==> config.mk <==
export PLATFORM = sky130hd
export DESIGN_NAME = pra_ctrl
export DESIGN_NICKNAME = d
export VERILOG_FILES = /design/src/sv/pra_pkg.sv /design/src/sv/pra_ctrl.sv
export SDC_FILE = /design/constraint.sdc
export NUM_CORES = 1
export LEC_CHECK = 0
export ABC_AREA = 1
export BUFFER_PORTS_ARGS = -buffer_cell sky130_fd_sc_hd__buf_2
export CAP_MARGIN = 40
export CORE_MARGIN = 8
export CORE_UTILIZATION = 35
export DETAILED_ROUTE_END_ITERATION = 8
export PLACE_DENSITY = 0.66
export SLEW_MARGIN = 20
export SYNTH_ARGS = -nofsm -noshare
export SYNTH_HDL_FRONTEND = slang
export SYNTH_SLANG_ARGS = --single-unit
==> constraint.sdc <==
create_clock -name clock -period 1.4 [get_ports clock]
set_input_delay 0.07 -clock clock [delete_from_list [all_inputs] [get_ports clock]]
set_output_delay 0.07 -clock clock [all_outputs]
set_load 0.02 [all_outputs]
==> src/sv/pra_pkg.sv <==
// ----------------------------------------------------------------------------
// pra_pkg
// types and constants of the page run allocator
// ----------------------------------------------------------------------------
package pra_pkg;

   localparam int BYTES_W    = 23;
   localparam int FPAGE_W    = 10;
   localparam int START_W    = 10;
   localparam int COUNT_W    = 11;
   localparam int WANT_W     = 12;
   localparam int PAGE_SHIFT = 12;
   localparam int PAGE_MASK  = 4095;

   // register indexes of the configuration port
   localparam int REG_PLACEMENT_MODE = 0;

   typedef enum logic [0:0] {
      OP_ALLOC = 1'b0,
      OP_FREE  = 1'b1
   } op_type;

   typedef enum logic [0:0] {
      MODE_NEXT_FIT = 1'b0,
      MODE_BEST_FIT = 1'b1
   } mode_type;

   typedef enum logic [1:0] {
      ST_OK        = 2'd0,
      ST_NO_RUN    = 2'd1,
      ST_NOT_FOUND = 2'd2,
      ST_BAD       = 2'd3
   } status_type;

   typedef struct packed {
      op_type               operation;
      logic [BYTES_W-1:0]   request_bytes;
      logic [FPAGE_W-1:0]   free_page;
   } req_type;

   typedef struct packed {
      status_type           status;
      logic [START_W-1:0]   start_page;
      logic [COUNT_W-1:0]   page_count;
   } rsp_type;

   typedef enum logic [2:0] {
      S_CLEAR,
      S_IDLE,
      S_CHECK,
      S_SLOT,
      S_PAGE,
      S_MARK,
      S_FREE,
      S_RESP
   } state_type;

   // controller to datapath
   typedef struct packed {
      logic load;
      logic size_chk;
      logic slot_step;
      logic page_step;
      logic free_step;
      logic mark_step;
      logic resp_load;
   } cmd_type;

   // datapath to controller
   typedef struct packed {
      logic size_bad;
      logic slot_hit;
      logic slot_miss;
      logic page_hit;
      logic page_miss;
      logic free_hit;
      logic free_miss;
      logic mark_last;
      logic rsp_busy;
   } stat_type;

endpackage

==> src/sv/pra_ctrl.sv <==
// ----------------------------------------------------------------------------
// pra_ctrl
// sequencer of the page run allocator: clear, scans, marking and response
// ----------------------------------------------------------------------------
module pra_ctrl (
   input  logic               clock,
   input  logic               reset,
   input  logic               req_valid,
   output logic               req_ready,
   input  pra_pkg::op_type    req_op,
   input  pra_pkg::stat_type  stat,
   output pra_pkg::cmd_type   cmd
);
   import pra_pkg::*;

   state_type state_ff, state_in;

   // state register
   always_ff @(posedge clock) begin
      if (reset) begin
         state_ff <= S_CLEAR;
      end else begin
         state_ff <= state_in;
      end
   end

   // next state and commands
   always_comb begin
      state_in  = state_ff;
      cmd       = '0;
      req_ready = 1'b0;
      case (state_ff)
         S_CLEAR: begin
            cmd.mark_step = 1'b1;
            if (stat.mark_last) begin
               state_in = S_IDLE;
            end
         end
         S_IDLE: begin
            req_ready = 1'b1;
            if (req_valid) begin
               cmd.load = 1'b1;
               state_in = (req_op == OP_FREE) ? S_FREE : S_CHECK;
            end
         end
         S_CHECK: begin
            cmd.size_chk = 1'b1;
            state_in = stat.size_bad ? S_RESP : S_SLOT;
         end
         S_SLOT: begin
            cmd.slot_step = 1'b1;
            if (stat.slot_hit) begin
               state_in = S_PAGE;
            end else if (stat.slot_miss) begin
               state_in = S_RESP;
            end
         end
         S_PAGE: begin
            cmd.page_step = 1'b1;
            if (stat.page_hit) begin
               state_in = S_MARK;
            end else if (stat.page_miss) begin
               state_in = S_RESP;
            end
         end
         S_FREE: begin
            cmd.free_step = 1'b1;
            if (stat.free_hit) begin
               state_in = S_MARK;
            end else if (stat.free_miss) begin
               state_in = S_RESP;
            end
         end
         S_MARK: begin
            cmd.mark_step = 1'b1;
            if (stat.mark_last) begin
               state_in = S_RESP;
            end
         end
         S_RESP: begin
            if (!stat.rsp_busy) begin
               cmd.resp_load = 1'b1;
               state_in = S_IDLE;
            end
         end
         default: begin
            state_in = S_IDLE;
         end
      endcase
   end

endmodule

# --- Word level (Yosys, flattened, before mapping) ---
# Index checks and enable logic that the tools add are counted.
# Widths: inputs -> output; s select.
totals:
  ff_bits: 3
  latchBits: 0
  ramBits: 0
  romBits: 0
  input_bits: 13
  elab_cells: 41
  mem_count: 0
classes:
  add_sub_neg: 0
  n_mul: 0
  div_mod_pow: 0
  n_lt_le_gt_ge: 0
  eq_ne: 14
  shift: 0
  muxes: 23
  n_bitwise: 0
  reduce_logical: 3
ops:
  columns: ["operator", "count"]
  rows:
  - ["$mux 3", 12]
  - ["$pmux 3 s8", 1]
  - ["$eq 3x3->1 const B", 4]
  - ["$mux 1", 10]
  - ["$ne 3x3->1 const B", 3]
  - ["$ne 2x2->1 const B", 4]
  - ["$reduce_and 7->1", 1]
  - ["$eq 3x2->1 const B", 2]
  - ["$eq 3x1->1 const B", 1]
  - ["$logic_not 3->1", 1]
  - ["$reduce_or 2->1", 1]

# --- Depth between registers and ports, before layout ---
# Gate-level depths: netlist (run 1).
depth:
  ltp_word: 3
  mapped_depth: 10
  mapped_depth_nobuf: 9

# --- Worst setup path after synthesis (run 1) ---
# Ideal clock, no wire load.
synth_timing:
  path_type: "flip-flop to flip-flop"
  startpoint: "reg state_ff[2]"
  endpoint: "reg state_ff[1]"
  setup_ns: 0.062
  arrival_time_ns: 1.117
  path_slack_ns: 0.221
  path_stages_with_launch: 8
  path_cell_list: "dfxtp_1 buf_6 inv_4 nor3_2 nand2_1 nand3_1 nor2_1 nor2_2"
synth_between:
  elab_chain_cells: 3
synth_rtl:
  columns: ["element", "line_no", "source"]
  rows:
  - ["from (decl)", "pra_ctrl.sv:16", "state_type state_ff, state_in;"]
  - ["from (signal assigned)", "pra_ctrl.sv:23", "state_ff <= state_in;"]
  - ["$eq 3x2->1 (tied with other cells)", "pra_ctrl.sv:32", "case (state_ff)"]
  - ["$ne 3x3->1 (no line) / $ne 2x2->1 (equally long branches)", null, null]
  - ["$reduce_and 7->1 (no line)", null, null]
# Parallel ways exist; a longest one is shown, timed or not.
# A chain may end at the register's enable or synchronous reset.

==> flow_summary.html, run 1 <==
<table>
<tr><th>Metric</th><th>Value</th></tr>
<tr><th colspan="2">Finish</th></tr>
<tr><td>Antenna fix cells</td><td>0</td></tr>
<tr><td>Filler cell count in the final layout</td><td>142</td></tr>
<tr><td>Max reg flops</td><td>3</td></tr>
<tr><td>Number of cells in the finished layout apart from fillers</td><td>113</td></tr>
<tr><td>Commonest cells after routing, fill and taps aside</td><td>buf_2 (20), nor2_1 (13), nand3_1 (10)</td></tr>
<tr><td>Register containing the most flip-flops in the final layout</td><td>state_ff</td></tr>
<tr><td>Most common library cell in the layout ignoring fill and taps</td><td>buf_2</td></tr>
<tr><td>Area used by multi-input combinational logic</td><td>322 um^2</td></tr>
<tr><td>Relative area change from synthesis to final layout</td><td>32.1%</td></tr>
<tr><td>Registers with the most flip-flops</td><td>state_ff (3)</td></tr>
<tr><td>Combined flip-flop and latch cell area</td><td>61.3 um^2</td></tr>
<tr><td>Layout net count</td><td>112</td></tr>
<tr><td>Proportion of layout cells with a drive suffix above 1</td><td>0.500</td></tr>
<tr><th colspan="2">Worst setup path</th></tr>
<tr><td>Maximum fanout along the worst path</td><td>8</td></tr>
<tr><td>WS Path Type</td><td>flop to output pin</td></tr>
<tr><td>Setup crit end kind</td><td>output pin</td></tr>
<tr><td>Critical path data required time</td><td>1.33 ns</td></tr>
<tr><td>Critical path's largest stage delay</td><td>0.34 ns</td></tr>
<tr><td>CP top delay family</td><td>buffers and inverters</td></tr>
<tr><td>Critical Path Source Type</td><td>flop</td></tr>
<tr><td>Standard cell with the maximum stage delay on the critical path</td><td>dfxtp_1</td></tr>
<tr><td>Worst path bufs/invs</td><td>3</td></tr>
<tr><td>Crit path arrival time</td><td>1.19 ns</td></tr>
<tr><td>Ordered list of cells on the worst path</td><td>buf_12, inv_6, nor2_8, nand2_4, nor2_1, buf_2</td></tr>
<tr><th colspan="2">STA</th></tr>
<tr><td>Tightest slew margin relative to the limit</td><td>0.861</td></tr>
<tr><td>Final-report hold violation count</td><td>0</td></tr>
<tr><td>Max Slew Vio Count</td><td>0</td></tr>
<tr><td>Max Fclk</td><td>795 MHz</td></tr>
<tr><td>Largest clock skew in the final design</td><td>0.00507 ns</td></tr>
<tr><td>Tightest Pin Transition</td><td>0.209 ns</td></tr>
<tr><td>Min Tclk post-route</td><td>1.26 ns</td></tr>
<tr><td>Total negative slack</td><td>0 ns</td></tr>
<tr><td>Final setup violation count</td><td>0</td></tr>
<tr><td>Period utilization</td><td>0.898</td></tr>
<tr><td>Setup repair after global routing missed its margin</td><td>false</td></tr>
<tr><th colspan="2">Clock network</th></tr>
<tr><td>Clock-pin transition on the worst setup and hold timing paths</td><td>0.04 ns</td></tr>
<tr><td>Hold-fix buffers, CTS</td><td>0</td></tr>
<tr><td>TritonCTS clock tree</td><td>done</td></tr>
<tr><td>Clock insertion delay at the later pin of the skew report</td><td>0.24 ns</td></tr>
<tr><td>Cell at the root of the clock tree</td><td>clkbuf_4</td></tr>
<tr><td>H-Tree Depth</td><td>1</td></tr>
<tr><td>Buffer levels on the longest clock path</td><td>2</td></tr>
<tr><td>Clock buffer count from CTS</td><td>3</td></tr>
<tr><td>Clock sink total</td><td>3</td></tr>
<tr><th colspan="2">Placement</th></tr>
<tr><td>Cell count after placement</td><td>109</td></tr>
<tr><td>Number of input and output port buffers inserted</td><td>20</td></tr>
<tr><td>DPL Wire Length</td><td>1000 um</td></tr>
<tr><td>RD Place Congestion</td><td>0.824</td></tr>
<tr><th colspan="2">Detailed routing</th></tr>
<tr><td>WL final</td><td>1230 um</td></tr>
<tr><td>Vias</td><td>529</td></tr>
<tr><td>Number of vias per cell after detailed routing</td><td>4.68</td></tr>
<tr><td>Number of design rule violations left after detail routing</td><td>0</td></tr>
<tr><td>Number of optimization iterations in the first detailed-route pass</td><td>4</td></tr>
<tr><td>Average wire per cell in the routed design</td><td>10.9 um</td></tr>
<tr><td>Initial drt markers</td><td>6</td></tr>
<tr><td>Post-route ant nets</td><td>0</td></tr>
<tr><th colspan="2">Pwr</th></tr>
<tr><td>VDD IR-drop max</td><td>639 uV</td></tr>
<tr><td>Switching Fraction</td><td>0.536</td></tr>
<tr><td>Internal power consumption</td><td>0.602 mW</td></tr>
<tr><td>Static leakage power</td><td>0.368 nW</td></tr>
<tr><td>Sequential cell fraction of total power</td><td>0.134</td></tr>
<tr><td>Combinational Power Share</td><td>0.745</td></tr>
<tr><td>Total power per unit cell area</td><td>2080 nW/um^2</td></tr>
<tr><td>Clock power frac</td><td>0.122</td></tr>
<tr><td>NetSw</td><td>0.695 mW</td></tr>
<tr><th colspan="2">Global route</th></tr>
<tr><td>Global-route wire length before repair</td><td>2170 um</td></tr>
<tr><td>Number of antenna violations at the first check in global routing</td><td>0</td></tr>
<tr><td>Overall Global Routing Usage</td><td>0.105</td></tr>
<tr><td>Vias in the first global route</td><td>537</td></tr>
<tr><td>Largest net degree at the start of global routing</td><td>9</td></tr>
<tr><td>GRT overflow</td><td>0</td></tr>
<tr><th colspan="2">Run</th></tr>
<tr><td>Max-cap violation count</td><td>0</td></tr>
<tr><th colspan="2">Die</th></tr>
<tr><td>Initial Utilization</td><td>0.367</td></tr>
<tr><td>Area enclosed by the die boundary</td><td>2780 um^2</td></tr>
<tr><td>Area of the placeable core</td><td>1280 um^2</td></tr>
<tr><td>Die W</td><td>52.7 um</td></tr>
<tr><td>Chip Height</td><td>52.7 um</td></tr>
<tr><td>Number of primary I/O pins</td><td>21</td></tr>
<tr><td>Num rows</td><td>13</td></tr>
<tr><th colspan="2">Synthesis</th></tr>
<tr><td>Synthesis-stage register bit count</td><td>3</td></tr>
<tr><td>Synth Cell Area</td><td>472 um^2</td></tr>
<tr><td>Number of nets in the synthesized netlist</td><td>86</td></tr>
<tr><td>Sequential element share of the synthesized area</td><td>0.127</td></tr>
<tr><td>Mean instance size in the synthesized netlist</td><td>6.46 um^2</td></tr>
<tr><td>Count of unique library cells instantiated by Yosys</td><td>19</td></tr>
<tr><td>Post-Synthesis Cells</td><td>73</td></tr>
<tr><td>Syn. warnings</td><td>0</td></tr>
<tr><th colspan="2">Hold path</th></tr>
<tr><td>Worst Hold Class</td><td>input port to flop</td></tr>
<tr><th colspan="2">Status</th></tr>
<tr><td>Result of the run</td><td>finished, final reports clean</td></tr>
</table>
==> cells in the mapped netlist <==
library cell | count | area share
nand2_2 | 5 | 0.066
a21oi_1 | 2 | 0.021
inv_2 | 2 | 0.016
dfxtp_1 | 3 | 0.13
buf_6 | 2 | 0.048
nand2_4 | 2 | 0.048
nand3_1 | 10 | 0.11
inv_4 | 1 | 0.013
nor2_1 | 13 | 0.10
nand4_1 | 3 | 0.040
nor3_2 | 1 | 0.021
inv_6 | 1 | 0.019
nor3_1 | 2 | 0.021
nor2_2 | 4 | 0.053
nor2_8 | 1 | 0.042
nor2_4 | 4 | 0.095
inv_1 | 8 | 0.064
nand2_1 | 8 | 0.064
buf_8 | 1 | 0.032
==> worst register-to-register path: stages (launching register included) <==
cell,delay [ns]
dfxtp_1,0.31
buf_12,0.15
inv_6,0.08
nor2_8,0.04
nand2_4,0.08
nor2_4,0.04
nor2_4,0.16
nand2_2,0.08
nor2_1,0.13
nor2_2,0.05
==> kinds of logic (layout without fill, tap and decap cells) <==
| group | Yosys count | after routing | synth area share |
|---|---|---|---|
| and+or+nand+nor | 53 | 53 | 0.660 |
| AOI/OAI and AO/OA | 2 | 2 | 0.0212 |
| buffers and inverters | 15 | 40 | 0.191 |
| DFF | 3 | 3 | 0.127 |
==> metal layers <==
layer | wire, um | global-route usage | up-vias | share of wire
met3 | 102 | 0.0313 | 0 | 0.083
met2 | 642 | 0.172 | 21 | 0.52
met1 | 485 | 0.110 | 230 | 0.39
li1 | - | - | 278 | -
met4 | 0 | 0.0776 | 0 | 0
met5 | 0 | 0 | - | 0
==> path summary, 6_finish.rpt <==
path | startpoint | endpoint | slack (ns) | depth (start not counted)
worst max-delay path | state_ff[0] | cmd[6] | 0.14 | 6
worst min-delay path | reset | state_ff[2] | 0.1 | 4
worst max register to register | state_ff[0] | state_ff[1] | 0.18 | 9
worst min register to register | state_ff[2] | state_ff[2] | 0.66 | 3
==> stage by stage <==
step	hold slack, ns	area, um^2	utilization	power (mW)	setup WS [ns]
6_report	0.0997	623	0.485	1.30	0.143
5_1_grt	0.115	623	0.485	1.43	0.0213
4_1_cts	0.0946	622	0.484	1.29	0.0562
3_5_place_dp	0.340	596	0.463	1.13	0.0701
3_3_place_gp	0.338	596	0.463	1.12	0.121
2_1_floorplan	0.229	472	-	0.923	0.221
==> final cells by class <==
cell class              count  area share
clock buffers               4      0.0422
inverters                  12      0.0843
multi-input cells          55       0.516
flip-flops and latches      3      0.0984
well taps                  15      0.0301
repair buffers             24       0.229
==> power groups by stage <==
stage          combinational, mW  clock [mW]  sequential [mW]
2_1_floorplan              0.785           0            0.139
6_report                   0.966       0.158            0.173
5_1_grt                     1.07       0.181            0.181
3_5_place_dp               0.959           0            0.171
4_1_cts                    0.967       0.157            0.170
3_3_place_gp               0.957           0            0.168
==> timing repair <==
action,in CTS,in global routing
buffers inserted,0,0
endpoints found under the setup margin,0,4
gates resized for setup,0,1
Power figures use the tool's default switching activity.
==> run 2: changes to the inputs <==
- ABC_AREA: 1 -> default
- CORE_AREA: default -> 8 8 45 47
- CORE_MARGIN: 8 -> default
- CORE_UTILIZATION: 35 -> default
- DIE_AREA: default -> 0 0 53 55
- PLACE_DENSITY: 0.66 -> default
- PLACE_DENSITY_LB_ADDON: default -> 0.08
==> flow_summary.html, run 2 <==
<table>
<tr><th>Metric</th><th>Value</th></tr>
<tr><th colspan="2">Status</th></tr>
<tr><td>Result of the run</td><td>finished, final reports clean</td></tr>
<tr><th colspan="2">Pwr</th></tr>
<tr><td>Total power per unit cell area</td><td>2220 nW/um^2 (+6.4%)</td></tr>
<tr><td>Internal power consumption</td><td>0.711 mW (+18%)</td></tr>
<tr><td>VDD IR-drop max</td><td>1110 uV (+74%)</td></tr>
<tr><td>Clock power frac</td><td>0.117 (-0.005)</td></tr>
<tr><td>Static leakage power</td><td>0.263 nW (-29%)</td></tr>
<tr><td>Sequential cell fraction of total power</td><td>0.153 (+0.019)</td></tr>
<tr><td>Switching Fraction</td><td>0.442 (-0.0938)</td></tr>
<tr><td>Final Power</td><td>1.28 mW (-1.7%)</td></tr>
<tr><td>NetSw</td><td>0.564 mW (-19%)</td></tr>
<tr><td>Combinational Power Share</td><td>0.730 (-0.015)</td></tr>
<tr><th colspan="2">Global route</th></tr>
<tr><td>GRT overflow</td><td>0 (unchanged)</td></tr>
<tr><td>Largest net degree at the start of global routing</td><td>11 (+2)</td></tr>
<tr><td>Number of antenna violations at the first check in global routing</td><td>0 (unchanged)</td></tr>
<tr><td>Global-route wire length before repair</td><td>1810 um (-17%)</td></tr>
<tr><td>Vias in the first global route</td><td>438 (-18%)</td></tr>
<tr><td>Overall Global Routing Usage</td><td>0.0807 (-0.0239)</td></tr>
<tr><th colspan="2">STA</th></tr>
<tr><td>Total negative slack</td><td>0 ns (unchanged)</td></tr>
<tr><td>Tightest slew margin relative to the limit</td><td>0.845 (-0.0160)</td></tr>
<tr><td>Setup repair after global routing missed its margin</td><td>true</td></tr>
<tr><td>Final-report hold violation count</td><td>0 (unchanged)</td></tr>
<tr><td>Largest clock skew in the final design</td><td>0.00362 ns (-0.00145 ns)</td></tr>
<tr><td>Final setup violation count</td><td>0 (unchanged)</td></tr>
<tr><td>Period utilization</td><td>0.968 (+0.0697)</td></tr>
<tr><td>Min Tclk post-route</td><td>1.36 ns (+0.0975 ns)</td></tr>
<tr><td>Tightest Pin Transition</td><td>0.232 ns (+0.0233 ns)</td></tr>
<tr><td>Max Fclk</td><td>738 MHz (-7.2%)</td></tr>
<tr><td>Max Slew Vio Count</td><td>0 (unchanged)</td></tr>
<tr><th colspan="2">Worst setup path</th></tr>
<tr><td>Maximum fanout along the worst path</td><td>4 (-4)</td></tr>
<tr><td>Ordered list of cells on the worst path</td><td>or3_1, o22ai_4, nor3b_1, o32ai_1</td></tr>
<tr><td>Crit path arrival time</td><td>1.48 ns (+0.29 ns)</td></tr>
<tr><td>Setup crit end kind</td><td>flop</td></tr>
<tr><td>Endpoint of the worst-slack reg-to-reg timing path</td><td>state_ff[2]</td></tr>
<tr><td>Standard cell with the maximum stage delay on the critical path</td><td>or3_1</td></tr>
<tr><td>Number of cells on the worst reg-to-reg path</td><td>4 (-5)</td></tr>
<tr><td>Critical path data required time</td><td>1.52 ns (+0.19 ns)</td></tr>
<tr><td>WS Path Type</td><td>flop to flop</td></tr>
<tr><td>Critical Path Source Type</td><td>flop</td></tr>
<tr><td>Slack of the worst reg-to-reg path</td><td>0.04 ns (-0.14 ns)</td></tr>
<tr><td>Critical path's largest stage delay</td><td>0.41 ns (+0.07 ns)</td></tr>
<tr><td>Startpoint of the worst register-to-register path</td><td>state_ff[0]</td></tr>
<tr><th colspan="2">Synthesis</th></tr>
<tr><td>Cell type contributing the most total cell area after synthesis</td><td>dfxtp_1</td></tr>
<tr><td>Number of nets in the synthesized netlist</td><td>61 (-29%)</td></tr>
<tr><td>Sequential element share of the synthesized area</td><td>0.178 (+0.0505)</td></tr>
<tr><td>Syn. warnings</td><td>0 (unchanged)</td></tr>
<tr><td>Post-Synthesis Cells</td><td>48 (-34%)</td></tr>
<tr><td>Mean instance size in the synthesized netlist</td><td>7.04 um^2 (+8.9%)</td></tr>
<tr><td>Synthesis-stage register bit count</td><td>3 (unchanged)</td></tr>
<tr><td>Ranking of synthesized cells by area</td><td>dfxtp_1 (18%), o21ai_0 (8.9%), nor2_1 (8.9%)</td></tr>
<tr><td>Predominant post-synthesis flop cell</td><td>dfxtp_1</td></tr>
<tr><td>Leading cell type by number of instances after synthesis</td><td>nor2_1</td></tr>
<tr><td>Count of unique library cells instantiated by Yosys</td><td>25 (+6)</td></tr>
<tr><td>Post-synthesis async set-or-reset flop share</td><td>0 (unchanged)</td></tr>
<tr><td>Post-synth top cells</td><td>nor2_1 (8), o21ai_0 (6), nor3_1 (4)</td></tr>
<tr><td>EDFF count, synth</td><td>0 (unchanged)</td></tr>
<tr><td>Share of the synthesized area in the top cell type</td><td>0.178 (+0.0505)</td></tr>
<tr><td>Synth Cell Area</td><td>338 um^2 (-28%)</td></tr>
<tr><th colspan="2">Run</th></tr>
<tr><td>Max-cap violation count</td><td>0 (unchanged)</td></tr>
<tr><th colspan="2">Detailed routing</th></tr>
<tr><td>WL final</td><td>1170 um (-4.6%)</td></tr>
<tr><td>Number of design rule violations left after detail routing</td><td>0 (unchanged)</td></tr>
<tr><td>Number of optimization iterations in the first detailed-route pass</td><td>4 (unchanged)</td></tr>
<tr><td>Initial drt markers</td><td>6 (unchanged)</td></tr>
<tr><td>Number of vias per cell after detailed routing</td><td>4.81 (+2.7%)</td></tr>
<tr><td>Average wire per cell in the routed design</td><td>12.6 um (+16%)</td></tr>
<tr><td>Vias</td><td>447 (-16%)</td></tr>
<tr><td>Post-route ant nets</td><td>0 (unchanged)</td></tr>
<tr><th colspan="2">Die</th></tr>
<tr><td>Area of the placeable core</td><td>1380 um^2 (+7.7%)</td></tr>
<tr><td>Num rows</td><td>14 (+1)</td></tr>
<tr><td>Chip Height</td><td>55 um (+4.3%)</td></tr>
<tr><td>Area enclosed by the die boundary</td><td>2920 um^2 (+4.9%)</td></tr>
<tr><td>Die W</td><td>53 um (+0.55%)</td></tr>
<tr><td>Initial Utilization</td><td>0.244 (-0.123)</td></tr>
<tr><td>Number of primary I/O pins</td><td>21 (unchanged)</td></tr>
<tr><th colspan="2">Finish</th></tr>
<tr><td>Relative area change from synthesis to final layout</td><td>70.4%</td></tr>
<tr><td>Registers with the most flip-flops</td><td>state_ff (3)</td></tr>
<tr><td>Proportion of layout cells with a drive suffix above 1</td><td>0.532 (+0.0325)</td></tr>
<tr><td>Max reg flops</td><td>3 (unchanged)</td></tr>
<tr><td>Number of cells in the finished layout apart from fillers</td><td>93 (-18%)</td></tr>
<tr><td>Antenna fix cells</td><td>0 (unchanged)</td></tr>
<tr><td>Most common library cell in the layout ignoring fill and taps</td><td>buf_2</td></tr>
<tr><td>Layout net count</td><td>91 (-19%)</td></tr>
<tr><td>Final core utilization</td><td>0.416 (-0.0690)</td></tr>
<tr><td>Commonest cells after routing, fill and taps aside</td><td>buf_2 (18), nor2_1 (8), o21ai_0 (6), buf_4 (6), buf_6 (4)</td></tr>
<tr><td>Final std cell area, no fill</td><td>576 um^2 (-7.6%)</td></tr>
<tr><td>Register containing the most flip-flops in the final layout</td><td>state_ff</td></tr>
<tr><th colspan="2">Placement</th></tr>
<tr><td>RD Place Congestion</td><td>0.747 (-9.3%)</td></tr>
<tr><td>DPL Wire Length</td><td>968 um (-3.3%)</td></tr>
<tr><td>Number of input and output port buffers inserted</td><td>20 (unchanged)</td></tr>
<tr><td>Post-Place Cell Area</td><td>490 um^2 (-18%)</td></tr>
<tr><td>Cell count after placement</td><td>88 (-19%)</td></tr>
<tr><th colspan="2">Hold path</th></tr>
<tr><td>Hold path startpoint</td><td>reset</td></tr>
<tr><td>Worst Hold Class</td><td>input port to flop</td></tr>
<tr><td>Endpoint of the worst hold-timing path</td><td>state_ff[2]</td></tr>
<tr><td>Hold-critical path depth</td><td>2 (-2)</td></tr>
<tr><th colspan="2">Clock network</th></tr>
<tr><td>Clock-pin transition on the worst setup and hold timing paths</td><td>0.04 ns (about the same)</td></tr>
<tr><td>Clock buffer count from CTS</td><td>3 (unchanged)</td></tr>
<tr><td>Clock insertion delay at the later pin of the skew report</td><td>0.23 ns (about the same)</td></tr>
<tr><td>Cell at the root of the clock tree</td><td>clkbuf_4</td></tr>
<tr><td>Clock sink total</td><td>3 (unchanged)</td></tr>
<tr><td>TritonCTS clock tree</td><td>done</td></tr>
<tr><td>H-Tree Depth</td><td>1 (unchanged)</td></tr>
<tr><td>Buffer levels on the longest clock path</td><td>2 (unchanged)</td></tr>
<tr><td>Hold-fix buffers, CTS</td><td>0 (unchanged)</td></tr>
</table>
## run 2: changes by cell type after synthesis, sizes merged, moves of 3 or more
cell / change
nand4: -3
nand2: -13
inv: -9
nand3: -9
nor2: -14
nor3b: +3
o21ai: +6
## run 2: worst max-delay path: cells and delay by family, from the launching register on
kind,cells,cell delay [ns]
simple gates,2,0.49
flops,1,0.33
compound gates,2,0.42
## run 2: worst max path at each step
stage                startpoint     endpoint  slack, ns
global placement    state_ff[1]  state_ff[2]      -0.04
CTS                 state_ff[2]       cmd[1]      0.003
finish              state_ff[0]  state_ff[2]       0.04
global route        state_ff[2]       cmd[1]     -0.004
detailed placement  state_ff[1]  state_ff[0]      -0.01
floorplan           state_ff[2]  state_ff[0]       0.01
## run 2: repair_timing
action | 4_1_cts | 5_1_grt
setup buffers | 0 | 1
setup endpoints to repair | 5 | 3
pin swaps | 1 | 2
gates resized for setup | 6 | 9
## run 2: kinds of logic after synthesis
group,count (synthesis),share of synthesized area
flip-flops,3,0.178
AO/OA/AOI/OAI,14,0.311
buffers and inverters,6,0.0926
multiplexers,2,0.0630
AND/OR/NAND/NOR,23,0.356
## run 2: area by class of cell
class | count | area, um^2
timing repair buffer | 28 | 180
fill | 156 | 808
clock buffer | 4 | 26.3
tap | 16 | 20.0
inverter | 3 | 11.3
sequential | 3 | 65.1
multi-input combinational | 39 | 273
## run 2: metal layers
| layer | routed length (um) | GRT usage | share of wire |
|---|---|---|---|
| met5 | 0 | 0 | 0 |
| met4 | 6 | 0.0517 | 0.0051 |
| met3 | 120 | 0.0241 | 0.10 |
| met2 | 540 | 0.125 | 0.46 |
| met1 | 506 | 0.0953 | 0.43 |
## run 2: per-stage QoR
stage | setup slack, ns | hold slack [ns]
finish | 0.0450 | 0.0607
global placement | -0.0401 | 0.313
floorplan | 0.0112 | 0.187
global route | -0.00363 | 0.0612
CTS | 0.00346 | 0.0432
detailed placement | -0.0147 | 0.301
## run 2: power by group through the flow
stage,Clock [mW],Combinational (mW),Sequential [mW]
2_1_floorplan,0,0.547,0.157
3_3_place_gp,0,0.824,0.174
3_5_place_dp,0,0.813,0.175
4_1_cts,0.159,0.842,0.189
5_1_grt,0.163,1.01,0.203
6_report,0.149,0.931,0.195
